[config.mk]
export PLATFORM = sky130hd
export DESIGN_NAME = bee_ram
export DESIGN_NICKNAME = d
export VERILOG_FILES = /design/src/rtl/assert_macros.svh /design/src/rtl/bee_ram.sv
export SDC_FILE = /design/constraint.sdc
export NUM_CORES = 1
export LEC_CHECK = 0
export BUFFER_PORTS_ARGS = -buffer_cell sky130_fd_sc_hd__buf_2
export CAP_MARGIN = 20
export CELL_PAD_IN_SITES_DETAIL_PLACEMENT = 2
export CELL_PAD_IN_SITES_GLOBAL_PLACEMENT = 2
export CORE_ASPECT_RATIO = 1.2
export CORE_MARGIN = 2
export CORE_UTILIZATION = 35
export CTS_CLUSTER_DIAMETER = 30
export DETAILED_ROUTE_END_ITERATION = 12
export MAX_ROUTING_LAYER = met4
export PLACE_DENSITY = 0.59
export SYNTH_ARGS = -nofsm -noshare
export SYNTH_HDL_FRONTEND = slang
export SYNTH_SLANG_ARGS = --single-unit
[constraint.sdc]
create_clock -name i_clk -period 4.7 [get_ports i_clk]
set_input_delay 0.235 -clock i_clk [delete_from_list [all_inputs] [get_ports i_clk]]
set_output_delay 0.235 -clock i_clk [all_outputs]
set_load 0.05 [all_outputs]
[src/rtl/assert_macros.svh]
// Assertion macros shared by the RTL files that carry concurrent checks.
// Depends on nothing; each macro takes a label, clock, active-low reset and message.
`ifndef ASSERT_MACROS_SVH
`define ASSERT_MACROS_SVH

// The property must hold at every rising clock edge outside reset.
`define ASSERT_ALWAYS(lbl, clk, rst_n, prop, msg) \
    lbl: assert property (@(posedge clk) disable iff (!(rst_n)) (prop)) else $error(msg);

// When the antecedent holds, the consequent must hold at the next clock edge.
`define ASSERT_NEXT(lbl, clk, rst_n, ante, cons, msg) \
    lbl: assert property (@(posedge clk) disable iff (!(rst_n)) (ante) |=> (cons)) \
        else $error(msg);

`endif

[src/rtl/bee_ram.sv]
// Generic single-write, single-read synchronous RAM with a registered read.
// Depends on nothing; width and depth are parameters.
module bee_ram #(
    parameter int WIDTH = 1,
    parameter int DEPTH = 256
) (
    input  logic                     i_clk,
    input  logic                     i_we,
    input  logic [$clog2(DEPTH)-1:0] i_waddr,
    input  logic [WIDTH-1:0]         i_wdata,
    input  logic                     i_re,
    input  logic [$clog2(DEPTH)-1:0] i_raddr,
    output logic [WIDTH-1:0]         o_rdata
);

    logic [WIDTH-1:0] r_mem [DEPTH];
    logic [WIDTH-1:0] r_rdata;

    always_ff @(posedge i_clk) begin
        if (i_we) begin
            r_mem[i_waddr] <= i_wdata;
        end
        if (i_re) begin
            r_rdata <= r_mem[i_raddr];
        end
    end

    assign o_rdata = r_rdata;

endmodule

==> results.tsv, run 1 <==
stage	metric	value	unit
finish	layout-drive-gt1-share	17.77	%
setup_path	path_delay_family	compound AO/OA/AOI/OAI gates	
die	pin_count	21	
yosys	ys_seq_elements	257	
die	design.die.area	33270	um^2
sta	setup_viol	0	
route	wl	32350	um
route	vias	6798	
cts	cts_sinks	257	
sta	finalSetupTns	0	ns
setup_path	critPathCapture	o_rdata	
global_route	grt_max_degree	139	
yosys	synth_area	11140	um^2
setup_path	start_kind	primary input	
placement	dp_hpwl	19060	um
power_and_ir_drop	power_density	505.5	nW/um^2
die	die_x	166.9	um
global_route	overflow	0	
yosys	syn_inst	788	
yosys	ys_seq_area_share	69.29	%
yosys	synth_top_area_share	69.29	%
sta	min_period_over_period	54.00	%
cts	cts_resized	0	
sta	skew	0.01126	ns
yosys	synth.most_common_cell	nor2_1	
setup_path	end_kind	flop	
setup_path	reg2reg_to	o_rdata	
route	drcViolationCount	0	
setup_path	cp_data_arrival_time	2.93	ns
power_and_ir_drop	seq_power_share	37.1	%
sta	max_slew_margin	25.05	%
route	ant_nets	0	
power_and_ir_drop	combinationalPowerShare	3.8	%
power_and_ir_drop	ir_drop	0.2904	mV
setup_path	cpPeakStageDelay	0.75	ns
yosys	synth_nets	808	
setup_path	path_cells	buf_4, nand3_1, o22ai_1, nor3_1, a2111oi_0, a21oi_1, a22oi_1	
sta	finalCriticalPeriod	2.538	ns
yosys	synth_common_cells	nor2_1, edfxtp_1, mux2i_1, mux4_2, clkbuf_1	
cts	clk_latency	0.57	ns
global_route	grt_pass1_vias	7790	
setup_path	r2r_cells	6	
yosys	synth_edf_count	257	
placement	io_buffers	20	
power_and_ir_drop	p_leak	4.284	nW
yosys	synthFlopType	edfxtp_1	
power_and_ir_drop	p_sw	1.435	mW
run_status	status	finished clean	
cts	cts_buffers	55	
placement	routabilityCongestion	0.7639	
finish	areaGrowthSynthToFinish	21.34	%
cts	clockBufferDepth	3	
setup_path	cp_max_fo	52	
setup_path	reg2reg_slack	2.37	ns
setup_path	cp-startpoint	i_raddr[1]	
power_and_ir_drop	switching_share	21.01	%
die	fp.dieH	199.4	um
power_and_ir_drop	pwr-share-clk	59.1	%
setup_path	path_depth	7	
yosys	syn_avg_cell_area	14.13	um^2
setup_path	crit_required	5.10	ns
yosys	synth-async-reset-ratio	0	%
yosys	yosysWarnings	0	
cts	cts.htree.levels	2	
cts	root_buffer	clkbuf_16	
route	via_per_inst	5.382	
global_route	grt_pass1_wl	49260	um
route	post_drt_wl_per_cell	25.61	um
yosys	yosysUniqueCellTypes	34	
global_route	grt_use_total	20.66	%
sta	hold_viol_final	0	
route	firstDrtPassIters	4	
route	drt_iter0_drc	405	
sta	whs	0.1570	ns
power_and_ir_drop	p_int	5.397	mW
die	start_util	35.52	%
setup_path	critPathSlowestCell	nand3_1	
finish	fill_cells	3025	
setup_path	r2r-start	r_mem[223]	
die	coreArea	31360	um^2
setup_path	criticalPathCategory	primary input to flop	
yosys	ys_top_cells_by_area	edfxtp_1, nor2_1, mux4_2	
flow_run	drv_cap	0	
die	row_count	71	
cts	clk_pin_slew	0.05	ns
sta	rsz0062_at_grt	no	
hold_path	hold_class	primary input to flop	
setup_path	path_buf_inv	1	
sta	slew_violations	0	
sta	worstMarginPinSlew	1.122	ns
finish	fin_nets	837	
sta	fmax	394.0	MHz
global_route	antenna_found_initial	2	
yosys	synth_top_cell_by_area	edfxtp_1	
cts	cts_tree	done	
## timing repair
action | in CTS | in global routing
endpoints found under the hold margin | 1 | 0
hold buffers | 1 | 0
buffers inserted | 0 | 0
endpoints found under the setup margin | 0 | 0
## placed cells by master, fill, tap and decap left out, types with 2 or more instances in the layout
master and instances:
nor2_1 268, edfxtp_1 257, clkbuf_16 55, mux2i_1 51, mux4_2 42, nand2_1 23
o22ai_1 23, buf_2 17, clkinv_1 13, nand3_1 12, bufinv_16 12, nor2b_1 9
a22oi_1 8, clkinv_2 7, a22o_1 6, buf_4 6, nor4_1 5, clkinvlp_4 5
clkbuf_1 5, nand3b_1 3, a31oi_1 3, nor3_1 3, a311oi_1 2, o21ai_0 2
a2111oi_0 2, a21oi_1 2, clkinv_8 2, buf_8 2
## cells by family after synthesis
family / after synthesis / share of synthesized area, %
AO/OA/AOI/OAI: 50 / 3.112
buffers and inverters: 57 / 2.494
flip-flops: 257 / 69.29
multiplexers: 94 / 13.18
AND/OR/NAND/NOR: 330 / 11.93
## worst min path at each step
| stage | depth (start not counted) | from | to |
|---|---|---|---|
| 2_1_floorplan | 0 | i_wdata | r_mem[0] |
| 3_3_place_gp | 1 | i_re | o_rdata |
| 3_5_place_dp | 1 | i_re | o_rdata |
| 4_1_cts | 3 | i_raddr[7] | o_rdata |
| 5_1_grt | 3 | i_raddr[7] | o_rdata |
| 6_report | 3 | i_raddr[7] | o_rdata |
## layout make-up
| type | instances | area, um^2 | area share [%] |
|---|---|---|---|
| multi-input cells | 474 | 3143 | 23.25 |
| clock buffers | 60 | 1395 | 10.32 |
| well taps | 401 | 501.7 | 3.712 |
| flip-flops and latches | 257 | 7717 | 57.10 |
| clock inverters | 41 | 543.0 | 4.018 |
| inverters | 1 | 3.754 | 0.02777 |
| repair buffers | 28 | 209.0 | 1.546 |
| diodes | 1 | 2.502 | 0.01852 |
## metal layers
metal	global-route usage, %	routed length, um	part of all wire [%]
met5	-	0	0
met4	5.939	677	2.1
met2	34.80	16260	50
met3	3.189	1259	3.9
met1	26.12	14150	44
## worst reg2reg max path, delay by kind of cell (launching register included)
kind | cells | cell delay [ns]
mux | 3 | 1.22
compound gates | 3 | 0.48
flops | 1 | 0.38
## per-stage QoR
stage	setup WS [ns]	power [mW]	cell area (um^2)	utilization, %	cells
2_1_floorplan	2.552	2.730	11140	-	788
3_3_place_gp	1.674	2.829	11510	36.70	1157
3_5_place_dp	1.574	2.840	11540	36.79	1159
4_1_cts	2.134	6.902	13490	43.00	1261
5_1_grt	1.874	7.010	13520	43.10	1263
6_report	2.162	6.832	13520	43.10	1263
## power by group through the flow
| stage | registers, mW | clock network [mW] | logic, mW |
|---|---|---|---|
| 3_5_place_dp | 2.58 | 0 | 0.262 |
| 2_1_floorplan | 2.58 | 0 | 0.150 |
| 5_1_grt | 2.54 | 4.19 | 0.281 |
| 4_1_cts | 2.54 | 4.10 | 0.265 |
| 3_3_place_gp | 2.58 | 0 | 0.252 |
| 6_report | 2.54 | 4.04 | 0.259 |
## flip-flops by register name, indices dropped and copies added, names as in the netlist
name	flops
o_rdata	1
r_mem	256
No activity file was read; power rests on OpenSTA's default activity.
==> run 2: changes to the inputs <==
clock period = 2.4 ns   (was 4.7 ns; I/O delays follow)
==> run 2 against run 1 <==
Final cell count up 4.0%. Sequential power up 96%. Clock skew down 0.0038 ns. Clock power up 92%. Register-to-register slack worse by 2.2 ns. Setup slack worse by 2.0 ns. Combinational power up 120%. Design area up 2.8%. Routed wire length up 1.7%. Largest cell class unchanged.
==> results.tsv, run 2 (same netlist as run 1, synthesis figures left out) <==
stage	metric	value	unit
finish	layout-drive-gt1-share	23.16	%
placement	dp_slack	-0.3006	ns
cts	cts_sinks	257	
setup_path	criticalPathCategory	flop to flop	
die	row_count	71	
run_status	status	finished clean	
cts	cts.htree.levels	2	
global_route	grt_pass1_vias	7970	
route	post_drt_wl_per_cell	25.06	um
placement	io_buffers	20	
setup_path	path_cells	mux4_2, mux4_2, mux2i_2, o22ai_1, a21oi_2, a22oi_1	
power_and_ir_drop	power_density	956.5	nW/um^2
cts	cts_buffers	59	
sta	worstMarginPinSlew	0.7072	ns
global_route	overflow	0	
route	vias	7009	
finish	multi_input_area	3151	um^2
finish	layout_commonest_cell	nor2_1	
global_route	grt_pass1_wl	50070	um
finish	largest_reg_flops	256	
die	pin_count	21	
sta	min_period_over_period	94.68	%
setup_path	r2r_cells	6	
route	wl	32910	um
cts	clk_latency	0.56	ns
setup_path	critPathSlowestCell	mux4_2	
setup_path	path_depth	6	
power_and_ir_drop	ir_drop	0.5002	mV
route	via_per_inst	5.338	
global_route	grt_use_total	21.01	%
setup_path	path_buf_inv	0	
global_route	grt_max_degree	83	
setup_path	end_kind	flop	
route	drt_iter0_drc	433	
placement	routabilityCongestion	0.7588	
sta	finalCriticalPeriod	2.272	ns
sta	hold_viol_final	0	
sta	setup_viol	0	
finish	top_register	r_mem	
power_and_ir_drop	pwr-share-clk	58.4	%
power_and_ir_drop	switching_share	21.84	%
cts	root_buffer	clkbuf_16	
die	coreArea	31360	um^2
setup_path	crit_required	2.70	ns
route	firstDrtPassIters	4	
sta	finalSetupTns	0	ns
sta	rsz0062_at_grt	no	
die	die_x	166.9	um
setup_path	path_common_cell	mux4_2	
setup_path	cp_data_arrival_time	2.57	ns
die	fp.dieH	199.4	um
hold_path	hold_class	primary input to flop	
route	ant_nets	0	
cts	clk_pin_slew	0.05	ns
setup_path	cp_max_fo	1	
finish	areaGrowthSynthToFinish	24.76	%
flow_run	drv_cap	0	
finish	regArea	7717	um^2
die	start_util	35.52	%
placement	dp_hpwl	20130	um
finish	fin_nets	883	
setup_path	path_delay_family	multiplexers	
cts	clockBufferDepth	3	
setup_path	start_kind	flop	
setup_path	cpPeakStageDelay	0.49	ns
power_and_ir_drop	finalPower	13.29	mW
finish	fill_cells	3000	
hold_path	worstHoldPathCells	3	
route	drcViolationCount	0	
power_and_ir_drop	p_sw	2.902	mW
power_and_ir_drop	combinationalPowerShare	4.3	%
sta	skew	0.007485	ns
sta	max_slew_margin	52.74	%
power_and_ir_drop	p_leak	4.498	nW
die	design.die.area	33270	um^2
power_and_ir_drop	seq_power_share	37.4	%
sta	fin_ws	0.1276	ns
power_and_ir_drop	p_int	10.39	mW
finish	final_cell_mix	nor2_1, edfxtp_1, clkbuf_16, mux2i_1, buf_4	
global_route	antenna_found_initial	1	
sta	fmax	440.1	MHz
cts	cts_tree	done	
sta	slew_violations	0	
==> run 2: changes by cell type in the layout (fill, tap and decap cells not counted), moves of 2 or more <==
| cell | before | now |
|---|---|---|
| bufinv_16 | 12 | 6 |
| clkinv_1 | 13 | 8 |
| buf_12 | 0 | 6 |
| clkinvlp_4 | 5 | 8 |
| clkinv_2 | 7 | 15 |
| clkinv_8 | 2 | 0 |
| buf_8 | 2 | 0 |
| clkbuf_1 | 5 | 3 |
| clkbuf_16 | 55 | 61 |
| clkinv_4 | 1 | 8 |
| buf_4 | 6 | 44 |
==> run 2: worst paths after layout <==
| check | startpoint | end | slack, ns |
|---|---|---|---|
| setup / recovery | r_mem[223] | o_rdata | 0.13 |
| hold / removal | i_raddr[7] | o_rdata | 0.08 |
| setup reg to reg | r_mem[223] | o_rdata | 0.13 |
| hold reg to reg | r_mem[179] | o_rdata | 1.06 |
==> run 2: per-layer routing <==
metal  track usage (%)  vias to the layer above  wire length [um]
met2             35.35                      174             16650
met5                 -                        -                 0
met1             26.68                     3691             13960
li1                  -                     3098                 -
met3             3.367                       46              1704
met4             5.619                        0               596
==> run 2: through the flow <==
step / util, % / hold WS, ns / cell area, um^2 / cells
floorplan: - / 0.2189 / 11140 / 788
global placement: 37.99 / 0.3667 / 11910 / 1201
detailed placement: 37.99 / 0.3639 / 11910 / 1201
CTS: 44.28 / 0.03623 / 13890 / 1312
global route: 44.31 / 0.05032 / 13900 / 1313
finish: 44.31 / 0.07548 / 13900 / 1313
==> run 2: cell type report <==
class	count	area share, %
well taps	401	3.611
flip-flops and latches	257	55.54
repair buffers	70	4.079
inverters	1	0.02701
multi-input cells	474	22.67
diodes	1	0.01801
clock inverters	45	2.989
clock buffers	64	11.07
==> run 2: tightest hold or removal path, delay by kind of cell <==
family	cells	cell delay [ns]
AO/OA/AOI/OAI	2	0.24
buffers and inverters	1	0.13
==> run 2: power by group through the flow <==
| stage | Clock, mW | Sequential, mW | Combinational [mW] |
|---|---|---|---|
| 5_1_grt | 8.10 | 4.96 | 0.612 |
| 2_1_floorplan | 0 | 5.05 | 0.293 |
| 3_5_place_dp | 0 | 5.05 | 0.566 |
| 6_report | 7.76 | 4.97 | 0.566 |
| 4_1_cts | 7.91 | 4.97 | 0.574 |
| 3_3_place_gp | 0 | 5.05 | 0.549 |
==> run 2: repair_timing <==
action,4_1_cts,5_1_grt
resized for setup,0,2
setup endpoints to repair,0,1
hold buffers,2,0
endpoints found under the hold margin,35,0
setup buffers,0,0
