==> src/rtl/assert_macros.svh <==
// Assertion macros shared by the RTL files that carry concurrent checks.
// Depends on nothing; each macro takes a label, clock, active-low reset and message.
`ifndef ASSERT_MACROS_SVH
`define ASSERT_MACROS_SVH

// The property must hold at every rising clock edge outside reset.
`define ASSERT_ALWAYS(lbl, clk, rst_n, prop, msg) \
    lbl: assert property (@(posedge clk) disable iff (!(rst_n)) (prop)) else $error(msg);

// When the antecedent holds, the consequent must hold at the next clock edge.
`define ASSERT_NEXT(lbl, clk, rst_n, ante, cons, msg) \
    lbl: assert property (@(posedge clk) disable iff (!(rst_n)) (ante) |=> (cons)) \
        else $error(msg);

`endif

==> src/rtl/bee_pkg.sv <==
// Shared types, constants and functions of the binary edge extraction block.
// Depends on nothing; used by bee_proc and the top level.
package bee_pkg;

    localparam int MAX_WIDTH  = 256;
    localparam int MAX_HEIGHT = 256;

    localparam int X_W   = $clog2(MAX_WIDTH);
    localparam int Y_W   = $clog2(MAX_HEIGHT);
    localparam int A_W   = X_W + Y_W;
    localparam int DEPTH = 1 << A_W;
    localparam int CFG_W = 9;
    localparam int XY_W  = (X_W > Y_W) ? X_W : Y_W;
    localparam int DIM_W = (CFG_W > XY_W + 2) ? CFG_W : XY_W + 2;

    localparam logic [1:0] OP_WRITE   = 2'd0;
    localparam logic [1:0] OP_PROCESS = 2'd1;
    localparam logic [1:0] OP_READ    = 2'd2;

    localparam logic CFG_FRAME_WIDTH  = 1'b0;
    localparam logic CFG_FRAME_HEIGHT = 1'b1;

    localparam logic [CFG_W-1:0] FRAME_WIDTH_RST  = 9'd256;
    localparam logic [CFG_W-1:0] FRAME_HEIGHT_RST = 9'd256;

    localparam logic [31:0] PIX_WHITE = 32'h00ff_ffff;
    localparam logic [31:0] PIX_ALPHA = 32'hff00_0000;

    localparam logic [3:0] NB_COUNT_EDGE = 4'd5;
    localparam logic [3:0] NB_COUNT_THIN = 4'd9;

    typedef struct packed {
        logic [1:0]  opcode;
        logic [7:0]  pos_x;
        logic [7:0]  pos_y;
        logic [31:0] pixel_value;
    } t_in;

    typedef struct packed {
        logic edge_bit;
        logic done_res;
    } t_out;

    typedef enum logic [1:0] {
        ST_IDLE,
        ST_PROC,
        ST_FINISH
    } t_state;

    typedef enum logic [2:0] {
        PS_IDLE,
        PS_PIX,
        PS_GATHER,
        PS_WRITE,
        PS_NEXT,
        PS_THIN_INIT,
        PS_DONE
    } t_pstate;

    typedef struct packed {
        logic           solid_re;
        logic           edge_re;
        logic [A_W-1:0] rd_addr;
        logic           edge_we;
        logic [A_W-1:0] wr_addr;
        logic           wr_bit;
        logic           done;
    } t_proc_req;

    typedef struct packed {
        logic xm;
        logic xp;
        logic ym;
        logic yp;
    } t_step;

    function automatic logic is_solid(logic [31:0] v);
        return (v != 32'd0) && (v != PIX_WHITE) && (v != PIX_ALPHA);
    endfunction

    // Neighbor order: edge pass c,n,w,e,s; thinning pass c,e,n,w,s,ne,nw,sw,se.
    function automatic t_step nb_step(logic thin, logic [3:0] k);
        t_step s;
        s = '0;
        if (!thin) begin
            unique case (k)
                4'd1: s.ym = 1'b1;
                4'd2: s.xm = 1'b1;
                4'd3: s.xp = 1'b1;
                4'd4: s.yp = 1'b1;
                default: s = '0;
            endcase
        end else begin
            unique case (k)
                4'd1: s.xp = 1'b1;
                4'd2: s.ym = 1'b1;
                4'd3: s.xm = 1'b1;
                4'd4: s.yp = 1'b1;
                4'd5: begin s.xp = 1'b1; s.ym = 1'b1; end
                4'd6: begin s.xm = 1'b1; s.ym = 1'b1; end
                4'd7: begin s.xm = 1'b1; s.yp = 1'b1; end
                4'd8: begin s.xp = 1'b1; s.yp = 1'b1; end
                default: s = '0;
            endcase
        end
        return s;
    endfunction

    function automatic logic thin_clear(logic [8:0] nb);
        logic       e, n, w, s, ne, nw, sw, se;
        logic [3:0] chi;
        e  = nb[1];
        n  = nb[2];
        w  = nb[3];
        s  = nb[4];
        ne = nb[5];
        nw = nb[6];
        sw = nb[7];
        se = nb[8];
        chi = 4'(e ^ n) + 4'(n ^ w) + 4'(w ^ s) + 4'(s ^ e)
            + {2'b00, (~e & ne & ~n), 1'b0} + {2'b00, (~n & nw & ~w), 1'b0}
            + {2'b00, (~w & sw & ~s), 1'b0} + {2'b00, (~s & se & ~e), 1'b0};
        return (chi == 4'd2) && ((w && s) || (w && n) || (e && s) || (e && n));
    endfunction

endpackage

==> src/rtl/bee_proc.sv <==
// Frame sequencer: builds the edge map from the solid store, then thins it in place.
// Depends on bee_pkg; drives the read ports of both stores and the write port of the edge store through a struct.
module bee_proc (
    input  logic                      i_clk,
    input  logic                      i_rst_n,
    input  logic                      i_start,
    input  logic [bee_pkg::DIM_W-1:0] i_eff_w,
    input  logic [bee_pkg::DIM_W-1:0] i_eff_h,
    input  logic                      i_solid_rdata,
    input  logic                      i_edge_rdata,
    output bee_pkg::t_proc_req        o_req
);

    bee_pkg::t_pstate            r_state, n_state;
    logic                        r_thin, n_thin;
    logic                        r_inner, n_inner;
    logic [bee_pkg::X_W-1:0]     r_x, n_x;
    logic [bee_pkg::Y_W-1:0]     r_y, n_y;
    logic [3:0]                  r_k, n_k;
    logic [8:0]                  r_nb, n_nb;

    logic [bee_pkg::DIM_W-1:0]   x_ext, y_ext;
    logic                        interior;
    logic                        rdata;
    logic [3:0]                  nb_last;
    logic [3:0]                  k_prev;
    bee_pkg::t_step              step;
    logic [bee_pkg::X_W-1:0]     nx;
    logic [bee_pkg::Y_W-1:0]     ny;
    logic                        empty_frame;
    logic                        small_frame;

    always_comb begin
        x_ext       = bee_pkg::DIM_W'(r_x);
        y_ext       = bee_pkg::DIM_W'(r_y);
        interior    = (r_x != '0) && (r_y != '0)
                   && (x_ext + 1'b1 < i_eff_w) && (y_ext + 1'b1 < i_eff_h);
        rdata       = r_thin ? i_edge_rdata : i_solid_rdata;
        nb_last     = r_thin ? bee_pkg::NB_COUNT_THIN : bee_pkg::NB_COUNT_EDGE;
        k_prev      = r_k - 4'd1;
        step        = bee_pkg::nb_step(r_thin, r_k);
        nx          = step.xm ? r_x - 1'b1 : (step.xp ? r_x + 1'b1 : r_x);
        ny          = step.ym ? r_y - 1'b1 : (step.yp ? r_y + 1'b1 : r_y);
        empty_frame = (i_eff_w == '0) || (i_eff_h == '0);
        small_frame = (i_eff_w < bee_pkg::DIM_W'(3)) || (i_eff_h < bee_pkg::DIM_W'(3));
    end

    always_comb begin
        n_state = r_state;
        unique case (r_state)
            bee_pkg::PS_IDLE: begin
                if (i_start) begin
                    n_state = empty_frame ? bee_pkg::PS_THIN_INIT : bee_pkg::PS_PIX;
                end
            end
            bee_pkg::PS_PIX: begin
                n_state = (!r_thin && !interior) ? bee_pkg::PS_WRITE : bee_pkg::PS_GATHER;
            end
            bee_pkg::PS_GATHER: begin
                priority if (r_thin && (r_k == 4'd1) && !rdata) begin
                    n_state = bee_pkg::PS_NEXT;
                end else if (r_k == nb_last) begin
                    n_state = bee_pkg::PS_WRITE;
                end else begin
                    n_state = bee_pkg::PS_GATHER;
                end
            end
            bee_pkg::PS_WRITE: n_state = bee_pkg::PS_NEXT;
            bee_pkg::PS_NEXT: begin
                if (!r_thin) begin
                    priority if (y_ext + 1'b1 < i_eff_h) begin
                        n_state = bee_pkg::PS_PIX;
                    end else if (x_ext + 1'b1 < i_eff_w) begin
                        n_state = bee_pkg::PS_PIX;
                    end else begin
                        n_state = bee_pkg::PS_THIN_INIT;
                    end
                end else begin
                    priority if (y_ext + 2'd2 < i_eff_h) begin
                        n_state = bee_pkg::PS_PIX;
                    end else if (x_ext + 2'd2 < i_eff_w) begin
                        n_state = bee_pkg::PS_PIX;
                    end else begin
                        n_state = bee_pkg::PS_DONE;
                    end
                end
            end
            bee_pkg::PS_THIN_INIT: begin
                n_state = small_frame ? bee_pkg::PS_DONE : bee_pkg::PS_PIX;
            end
            bee_pkg::PS_DONE: n_state = bee_pkg::PS_IDLE;
            default: n_state = bee_pkg::PS_IDLE;
        endcase
    end

    always_comb begin
        n_thin  = r_thin;
        n_inner = r_inner;
        n_x     = r_x;
        n_y     = r_y;
        n_k     = r_k;
        n_nb    = r_nb;
        unique case (r_state)
            bee_pkg::PS_IDLE: begin
                n_thin = 1'b0;
                n_x    = '0;
                n_y    = '0;
            end
            bee_pkg::PS_PIX: begin
                n_inner = interior;
                n_k     = '0;
            end
            bee_pkg::PS_GATHER: begin
                n_k = r_k + 4'd1;
                if (r_k != '0) begin
                    n_nb[k_prev] = rdata;
                end
            end
            bee_pkg::PS_NEXT: begin
                if (!r_thin) begin
                    if (y_ext + 1'b1 < i_eff_h) begin
                        n_y = r_y + 1'b1;
                    end else begin
                        n_y = '0;
                        n_x = r_x + 1'b1;
                    end
                end else begin
                    if (y_ext + 2'd2 < i_eff_h) begin
                        n_y = r_y + 1'b1;
                    end else begin
                        n_y = bee_pkg::Y_W'(1);
                        n_x = r_x + 1'b1;
                    end
                end
            end
            bee_pkg::PS_THIN_INIT: begin
                n_thin = 1'b1;
                n_x    = bee_pkg::X_W'(1);
                n_y    = bee_pkg::Y_W'(1);
            end
            default: begin
                n_thin = r_thin;
            end
        endcase
    end

    always_comb begin
        o_req          = '0;
        o_req.rd_addr  = {ny, nx};
        o_req.wr_addr  = {r_y, r_x};
        unique case (r_state)
            bee_pkg::PS_GATHER: begin
                o_req.solid_re = !r_thin && (r_k < nb_last);
                o_req.edge_re  = r_thin && (r_k < nb_last);
            end
            bee_pkg::PS_WRITE: begin
                o_req.edge_we = r_thin ? bee_pkg::thin_clear(r_nb) : 1'b1;
                o_req.wr_bit  = !r_thin && r_inner && r_nb[0]
                             && !(r_nb[1] && r_nb[2] && r_nb[3] && r_nb[4]);
            end
            bee_pkg::PS_DONE: o_req.done = 1'b1;
            default: o_req.done = 1'b0;
        endcase
    end

    always_ff @(posedge i_clk) begin
        if (!i_rst_n) begin
            r_state <= bee_pkg::PS_IDLE;
            r_thin  <= 1'b0;
            r_k     <= '0;
        end else begin
            r_state <= n_state;
            r_thin  <= n_thin;
            r_k     <= n_k;
        end
        r_inner <= n_inner;
        r_x     <= n_x;
        r_y     <= n_y;
        r_nb    <= n_nb;
    end

endmodule

==> config.mk <==
export PLATFORM = sky130hd
export DESIGN_NAME = bee_proc
export DESIGN_NICKNAME = d
export VERILOG_FILES = /design/src/rtl/assert_macros.svh /design/src/rtl/bee_pkg.sv /design/src/rtl/bee_proc.sv
export SDC_FILE = /design/constraint.sdc
export NUM_CORES = 1
export LEC_CHECK = 0
export BUFFER_PORTS_ARGS = -buffer_cell sky130_fd_sc_hd__buf_2
export CAP_MARGIN = 10
export CORE_MARGIN = 4
export CORE_UTILIZATION = 50
export CTS_CLUSTER_DIAMETER = 80
export DETAILED_ROUTE_END_ITERATION = 8
export GPL_TIMING_DRIVEN = 0
export PLACE_DENSITY = 0.75
export SLEW_MARGIN = 10
export SYNTH_ARGS = -nofsm -noshare
export SYNTH_HDL_FRONTEND = slang
export SYNTH_SLANG_ARGS = --single-unit
==> constraint.sdc <==
create_clock -name i_clk -period 3.6 [get_ports i_clk]
set_input_delay 0.72 -clock i_clk [delete_from_list [all_inputs] [get_ports i_clk]]
set_output_delay 0.72 -clock i_clk [all_outputs]
set_load 0.02 [all_outputs]
==> results.json, run 1 <==
{
  "crit_slowest_cell": "fa_1",
  "diodes": 0,
  "max_freq_mhz": 251,
  "place_area_mm2": 0.00431,
  "num_rows": 31,
  "ys_seq_area_share_pct": 24.2,
  "reg2regPathDepth": 12,
  "ys.flop_type": "edfxtp_1",
  "finalSetupViolCount": 1,
  "wire_per_inst_um": 15.4,
  "critPathTopFamily": "adder cells",
  "async_flop_share_pct": 0,
  "required_ns": 2.88,
  "ir_worst_vdd_v": 0.000278,
  "overflow": 0,
  "switching_share_pct": 47.4,
  "clock_path_buffers": 2,
  "die_w_um": 96.1,
  "hp-class": "reg2reg",
  "final_util_pct": 61.1,
  "grt_pass1_wl_mm": 16.1,
  "start_util_pct": 52.4,
  "cts_tree": "yes",
  "cts_max_level": 2,
  "worst_path_most_repeated_cell": "fa_1",
  "viasPerCell": 5.69,
  "max_cap_viol_count": 0,
  "gp_congestion": 0.927,
  "total_power_w": 0.00269,
  "drt-initial-drc-count": 221,
  "drt_wl_total_mm": 9.87,
  "netlist_instances": 470,
  "synth_nets": 558,
  "skew_ns": 0.0120,
  "ios": 62,
  "powerDensity_mw_per_mm2": 594,
  "setup.worst_path.end_class": "output port",
  "p_leak_nw": 2.12,
  "combPwrFrac_pct": 59.8,
  "syn_area_mm2": 0.00388,
  "status": "complete, but fails checks",
  "synth_seq_cells": 34,
  "cts_made_buffers": 5,
  "cts-root-buf": "clkbuf_8",
  "p_switching_w": 0.00127,
  "post-place-cells": 630,
  "finalCritPeriodShare_pct": 110,
  "finalSetupTns_ns": -0.376,
  "dp_hpwl_mm": 7.88,
  "critPathMaxFanout": 5,
  "syn_avg_cell_area_um2": 8.26,
  "crit_chain": "nor3b_2, fa_1, fa_1, ha_1, inv_1, fa_1, and4b_1, o41ai_2, a21oi_2, buf_6",
  "fin_crit_ns": 3.98,
  "ys_warn_count": 0,
  "holdPathStages": 2,
  "violations": "setup timing",
  "worstSkewPairLatency_ns": 0.30,
  "antenna_found_initial": 0,
  "clkPwrFrac_pct": 16.3,
  "clock_sinks": 34,
  "power_frac_seq_pct": 23.9,
  "layout.cells.non_filler": 641,
  "drtPass1Iterations": 4,
  "vias": 3650,
  "area_growth_pct": 16.7,
  "synth-edff-count": 26,
  "port_buffers": 61,
  "hold_violations": 0,
  "postRouteAntennaNets": 0,
  "final_layout_size_suffix_gt1_share_pct": 17.9,
  "critPathKind": "reg2out",
  "path_buf_inv": 2,
  "fp.dieH_um": 96.1,
  "die_area_mm2": 0.00924,
  "p_int_w": 0.00142,
  "core_mm2": 0.00741,
  "worst_slew_pin_slew_ns": 0.818,
  "grt_usage_pct": 22.0,
  "path_depth": 10,
  "design_area_mm2": 0.00453,
  "r2r_slack_ns": 0.40,
  "grt_max_degree": 13,
  "max_slew_margin_pct": 45.2,
  "ys_types": 61,
  "path_clk_slew_ns": 0.08,
  "startpoint_type": "register",
  "arrival_ns": 3.26,
  "slew_violations": 0,
  "crit_path_max_incr_delay_ns": 0.52,
  "drc_errors": 0,
  "grt_pass1_vias": 3516,
  "setup_ws_ns": -0.376,
  "rsz0062_at_grt": "true",
  "fillers": 685,
  "fin_nets": 629
}
## layout by cell type, fill, tap and decap left out, types with 13 or more instances in the layout
| cell type | instances |
|---|---|
| buf_2 | 62 |
| clkbuf_1 | 13 |
| a21oi_1 | 17 |
| nand3_1 | 20 |
| and3_1 | 14 |
| ha_1 | 59 |
| nand2_1 | 40 |
| inv_1 | 43 |
| nor2_1 | 43 |
| edfxtp_1 | 26 |
| xnor2_1 | 19 |
## registers in the layout (all words and copies together), names as in the netlist
name     cells
r_state      3
r_x          8
r_nb         9
r_y          8
r_inner      1
r_thin       1
r_k          4
## metrics by stage
step | hold WS [ns] | setup WS [ns]
floorplan | 0.612 | 0.0119
global placement | 0.658 | -0.160
detailed placement | 0.665 | -0.241
CTS | 0.673 | -0.399
global route | 0.664 | -0.537
finish | 0.618 | -0.376
## routing by layer
metal  track usage (%)  vias to the layer above  part of all wire (%)
met3              2.35                       12                   5.4
met5                 0                        -                     0
met4              7.11                        0                   1.4
met1              29.0                     1702                    45
li1                  -                     1822                     -
met2              37.4                      114                    48
## cell usage after synthesis, types with 10 or more instances
| master | instances | area [µm²] |
|---|---|---|
| a21oi_1 | 18 | 90.1 |
| and3_1 | 14 | 87.6 |
| clkbuf_1 | 14 | 52.6 |
| edfxtp_1 | 26 | 781 |
| ha_1 | 59 | 738 |
| inv_1 | 44 | 165 |
| nand2_1 | 40 | 150 |
| nand3_1 | 20 | 100 |
| nor2_1 | 43 | 161 |
| nor2b_1 | 10 | 62.6 |
| xnor2_1 | 19 | 166 |
| xor2_1 | 11 | 96.3 |
## path summary, 6_finish.rpt
check | startpoint | end
setup / recovery | r_nb[3] | o_req[18]
hold / removal | r_k[1] | r_k[1]
setup reg to reg | r_y[4] | r_x[5]
hold reg to reg | r_k[1] | r_k[1]
## power groups by stage
stage | sequential [W] | combinational, W | clock (W)
finish | 0.000642 | 0.00161 | 0.000439
global route | 0.000654 | 0.00178 | 0.000454
CTS | 0.000638 | 0.00159 | 0.000443
detailed placement | 0.000646 | 0.00158 | 0
global placement | 0.000643 | 0.00155 | 0
floorplan | 0.000715 | 0.00106 | 0
## kinds of logic (layout without fill, tap and decap cells)
family	after synthesis	after routing	synth area share, %
DFF	34	34	24.2
and+or+nand+nor	178	178	23.5
buffers and inverters	66	138	6.64
adders and majority gates	63	63	21.1
AOI/OAI and AO/OA	97	97	17.2
xor gates and xnor gates	30	30	6.77
muxes	2	2	0.548
## layout make-up
cell class / count / area [µm²] / area share (%)
plain buffers: 17 / 73.8 / 1.63
clock buffers: 5 / 68.8 / 1.52
inverters: 48 / 180 / 3.98
multi-input cells: 370 / 2730 / 60.2
clock inverters: 3 / 68.8 / 1.52
well taps: 99 / 124 / 2.73
flip-flops and latches: 34 / 943 / 20.8
repair buffers: 65 / 342 / 7.54
## tightest hold or removal path: stages (launching register included)
cell,delay [ns]
dfxtp_2,0.37
a22oi_1,0.16
nor2b_1,0.06
## repair_timing
action,CTS,global route
buffers inserted,1,3
hold buffers,0,0
gates cloned,0,0
pin swaps,7,2
setup endpoints to repair,3,20
gates resized for setup,7,5
(Power assumes the default switching activity.)
==> run 2, diff against run 1 <==
--- a/config.mk
+++ b/config.mk
@@ -12,7 +12,9 @@
 export CTS_CLUSTER_DIAMETER = 80
 export DETAILED_ROUTE_END_ITERATION = 8
 export GPL_TIMING_DRIVEN = 0
-export PLACE_DENSITY = 0.75
+export MAX_ROUTING_LAYER = met4
+export PLACE_DENSITY_LB_ADDON = 0.2
+export REMOVE_ABC_BUFFERS = 1
 export SLEW_MARGIN = 10
 export SYNTH_ARGS = -nofsm -noshare
 export SYNTH_HDL_FRONTEND = slang
==> run 2 against run 1 <==
Against the previous run:
- the flow still finishes with violations (setup timing)
- cell count is 3.1% lower
- critical path depth unchanged
- core utilization down 2.4 points
- power shrank 7.9%
- global-route usage is 0.38 points higher
- via count is 1.8% lower
- wire length decreased by 3.9%
- hold slack worse by 0.010 ns
- clock power is 40% lower
- fmax rose by 0.96%
- sequential share of layout area increased by 0.83 points
- largest power group unchanged
==> results.json, run 2 (synthesis gave the netlist of run 1 again) <==
{
  "crit_chain": "nor3b_2, fa_1, fa_1, ha_2, inv_1, fa_1, and4b_1, o41ai_1, a21oi_1, buf_4",
  "rsz0062_at_grt": "true",
  "viasPerCell": 5.77,
  "clock_path_buffers": 2,
  "finalSetupViolCount": 1,
  "slew_violations": 0,
  "dp_hpwl_mm": 7.70,
  "num_rows": 31,
  "grt_pass1_wl_mm": 16.0,
  "critPathMaxFanout": 5,
  "final_util_pct": 58.7,
  "worst_path_most_repeated_cell": "fa_1",
  "finalSetupTns_ns": -0.339,
  "largest_reg_flops": 9,
  "violations": "setup timing",
  "ios": 62,
  "core_mm2": 0.00741,
  "diodes": 0,
  "vias": 3585,
  "startpoint_type": "register",
  "skew_ns": 0.00234,
  "grt_usage_pct": 22.4,
  "max_freq_mhz": 254,
  "drt_wl_total_mm": 9.49,
  "top_register": "r_nb",
  "final_cell_mix": "60 x buf_2, 58 x ha_1, 44 x inv_1",
  "start_util_pct": 52.4,
  "max_cap_viol_count": 0,
  "required_ns": 2.88,
  "die_area_mm2": 0.00924,
  "path_clk_slew_ns": 0.06,
  "hp-class": "reg2reg",
  "worst_slew_pin_slew_ns": 0.698,
  "fin_nets": 609,
  "arrival_ns": 3.22,
  "wire_per_inst_um": 15.3,
  "critPathKind": "reg2out",
  "final_common_cell": "buf_2",
  "port_buffers": 61,
  "postRouteAntennaNets": 0,
  "gp_congestion": 0.854,
  "fp.dieH_um": 96.1,
  "drc_errors": 0,
  "fin_crit_ns": 3.94,
  "cts_made_buffers": 5,
  "drt-initial-drc-count": 251,
  "powerDensity_mw_per_mm2": 569,
  "clock_sinks": 34,
  "cts-root-buf": "clkbuf_8",
  "grt_max_degree": 18,
  "cts_tree": "yes",
  "hold_violations": 0,
  "p_leak_nw": 2.04,
  "worstSkewPairLatency_ns": 0.27,
  "reg_top3": "r_nb (9), r_x (8), r_y (8)",
  "setup.worst_path.end_class": "output port",
  "setup_ws_ns": -0.339,
  "dp_slack_ns": -0.179,
  "area_growth_pct": 12.1,
  "status": "complete, but fails checks",
  "ir_worst_vdd_v": 0.000395,
  "die_w_um": 96.1,
  "grt_pass1_vias": 3398,
  "crit_slowest_cell": "fa_1",
  "antenna_found_initial": 0,
  "cts_max_level": 2,
  "max_slew_margin_pct": 53.3,
  "fillers": 675,
  "crit_path_max_incr_delay_ns": 0.52,
  "overflow": 0,
  "finalCritPeriodShare_pct": 109,
  "final_layout_size_suffix_gt1_share_pct": 16.1,
  "drtPass1Iterations": 4
}
==> run 2: area by class of cell <==
| cell class | count | area (µm²) | share of cell area [%] |
|---|---|---|---|
| clock buffer | 8 | 80.1 | 1.84 |
| inverter | 48 | 180 | 4.14 |
| multi-input combinational | 370 | 2710 | 62.3 |
| sequential | 34 | 942 | 21.7 |
| tap | 99 | 124 | 2.85 |
| timing repair buffer | 62 | 315 | 7.25 |
==> run 2: routing by layer <==
layer	part of all wire, %	track usage (%)
met1	46	30.9
met2	48	35.9
met3	5.6	2.42
met4	0.80	4.15
met5	0	-
==> run 2: where the power goes <==
| group | internal [W] | switching [W] |
|---|---|---|
| combinational | 0.000568 | 0.000874 |
| sequential | 0.000542 | 0.000228 |
| clock | 0.000137 | 0.000126 |
==> run 2: final timing paths <==
check,start,to,slack (ns),depth (start not counted)
setup / recovery,r_nb[3],o_req[18],-0.34,10
hold / removal,r_k[0],r_k[0],0.61,2
setup reg to reg,r_y[2],r_x[0],0.28,11
hold reg to reg,r_k[0],r_k[0],0.61,2
==> run 2: repair_timing <==
| item | 4_1_cts | 5_1_grt |
|---|---|---|
| setup endpoints to repair | 1 | 20 |
| endpoints found under the hold margin | 0 | 0 |
| gates resized for setup | 5 | 3 |
| hold buffers | 0 | 0 |
| setup buffers | 1 | 0 |
| cloned | 0 | 0 |
| pin swaps | 8 | 0 |
==> run 2: through the flow <==
| stage | hold slack [ns] | instance area (µm²) | cells | power, W |
|---|---|---|---|---|
| floorplan | 0.611 | 3800 | 452 | 0.00174 |
| global placement | 0.655 | 4230 | 612 | 0.00218 |
| detailed placement | 0.659 | 4230 | 612 | 0.00222 |
| CTS | 0.673 | 4340 | 621 | 0.00249 |
| global route | 0.655 | 4350 | 621 | 0.00270 |
| finish | 0.608 | 4350 | 621 | 0.00248 |
==> run 2: critical path: cells and delay by family (launching register included) <==
family / cells / cell delay (ns)
AOI/OAI and AO/OA: 2 / 0.20
adders and majority gates: 4 / 1.62
buffers and inverters: 2 / 0.20
DFF: 1 / 0.48
and+or+nand+nor: 2 / 0.43
==> run 3, diff against run 2 <==
--- a/config.mk
+++ b/config.mk
@@ -7,6 +7,7 @@
 export LEC_CHECK = 0
 export BUFFER_PORTS_ARGS = -buffer_cell sky130_fd_sc_hd__buf_2
 export CAP_MARGIN = 10
+export CORE_ASPECT_RATIO = 1.4
 export CORE_MARGIN = 4
 export CORE_UTILIZATION = 50
 export CTS_CLUSTER_DIAMETER = 80
==> run 3 against run 2 <==
Against the previous run:
- the flow still finishes with violations (setup timing)
- clock skew rose by 0.0055 ns
- critical path depth is the same
- fmax grew 0.37%
- worst setup slack better by 0.015 ns
- combinational power about the same
- first-iteration DRC count down 55%
- largest power group unchanged
- highest routed layer unchanged
==> results.json, run 3 (synthesis gave the netlist of run 1 again) <==
{
  "status": "complete, but fails checks",
  "violations": "setup timing",
  "fin_nets": 609,
  "max_freq_mhz": 255,
  "start_util_pct": 52.1,
  "setup_ws_ns": -0.324,
  "final_util_pct": 58.7,
  "path_clk_slew_ns": 0.07,
  "dp_hpwl_mm": 7.74,
  "viasPerCell": 5.68,
  "grt_pass1_vias": 3355,
  "max_slew_margin_pct": 55.8,
  "cts-root-buf": "clkbuf_8",
  "reg_top3": "r_nb (9), r_x (8), r_y (8)",
  "cts_tree": "yes",
  "postRouteAntennaNets": 0,
  "finalSetupTns_ns": -0.324,
  "arrival_ns": 3.20,
  "overflow": 0,
  "top_register": "r_nb",
  "required_ns": 2.88,
  "die_area_mm2": 0.00926,
  "hp-class": "reg2reg",
  "fp.dieH_um": 112,
  "grt_max_degree": 18,
  "vias": 3519,
  "design_area_mm2": 0.00437,
  "powerDensity_mw_per_mm2": 572,
  "rsz0062_at_grt": "true",
  "drt-initial-drc-count": 114,
  "finalCritPeriodShare_pct": 109,
  "setup.worst_path.end_class": "output port",
  "dp_slack_ns": -0.185,
  "skew_ns": 0.00783,
  "holdBufCountCts": 0,
  "core_mm2": 0.00745,
  "ios": 62,
  "finalSetupViolCount": 1,
  "final_layout_size_suffix_gt1_share_pct": 17.2,
  "diodes": 0,
  "drtPass1Iterations": 4,
  "antenna_found_initial": 0,
  "worst_slew_pin_slew_ns": 0.661,
  "grt_pass1_wl_mm": 15.2,
  "clock_sinks": 34,
  "total_power_w": 0.00250,
  "hold_violations": 0,
  "area_growth_pct": 12.7,
  "num_rows": 37,
  "gp_congestion": 0.833,
  "final_cell_mix": "60 x buf_2, 58 x ha_1, 43 x inv_1, 43 x nor2_1, 40 x nand2_1",
  "fin_crit_ns": 3.92,
  "max_cap_viol_count": 0,
  "place_area_mm2": 0.00423,
  "worstSkewPairLatency_ns": 0.28,
  "grt_usage_pct": 21.4,
  "cts_made_buffers": 5,
  "drt_wl_total_mm": 9.52,
  "ir_worst_vdd_v": 0.000432,
  "cts_max_level": 2,
  "critPathKind": "reg2out",
  "die_w_um": 82.5,
  "wire_per_inst_um": 15.4,
  "drc_errors": 0,
  "slew_violations": 0,
  "startpoint_type": "register",
  "p_leak_nw": 2.05,
  "critPathMaxFanout": 4,
  "clock_path_buffers": 2,
  "port_buffers": 61,
  "largest_reg_flops": 9,
  "final_common_cell": "buf_2"
}
==> run 3: final cells by class <==
class	count	area (µm²)
Timing Repair Buffer	62	315
Sequential cell	34	942
Fill cell	696	3080
Clock inverter	1	5.00
Tap cell	97	121
Clock buffer	7	86.3
Inverter	48	180
Multi-Input combinational cell	370	2720
==> run 3: worst paths after layout <==
path	slack (ns)	to	start	cells past startpoint
setup / recovery	-0.32	o_req[18]	r_nb[1]	10
hold / removal	0.67	r_k[1]	r_k[1]	2
setup reg to reg	0.35	r_x[7]	r_y[2]	12
hold reg to reg	0.67	r_k[1]	r_k[1]	2
==> run 3: critical path, cell delays in order (launching register included) <==
cell      delay [ns]
edfxtp_1        0.47
nor3b_2         0.26
fa_1            0.44
fa_1            0.52
ha_2            0.16
inv_1           0.04
fa_1            0.47
and4b_1         0.19
o41ai_1         0.08
a21oi_1         0.13
buf_4           0.16
==> run 3: metal layers <==
| layer | global-route usage, % | wire, µm | vias up |
|---|---|---|---|
| met5 | - | 0 | - |
| met2 | 37.4 | 4880 | 94 |
| met4 | 5.88 | 151 | 0 |
| li1 | - | - | 1778 |
| met3 | 2.25 | 405 | 11 |
| met1 | 25.4 | 4090 | 1636 |
==> run 3: report_power, final <==
group	total [W]	leakage [nW]	switching (W)	internal (W)
Clock	0.000285	0.0482	0.000131	0.000154
Sequential	0.000765	0.330	0.000223	0.000542
Combinational	0.00145	1.67	0.000882	0.000571
Total	0.00250	2.05	0.00124	0.00127
==> run 3: through the flow <==
stage	instances	hold slack, ns
after floorplan	452	0.611
after global placement	610	0.651
after detailed placement	610	0.667
after CTS	619	0.682
after global routing	619	0.717
final	619	0.674
==> run 3: repair_timing <==
action | CTS | global route
gates resized for setup | 7 | 5
setup endpoints to repair | 1 | 15
cloned | 0 | 0
buffers inserted | 1 | 0
pin swaps | 7 | 0
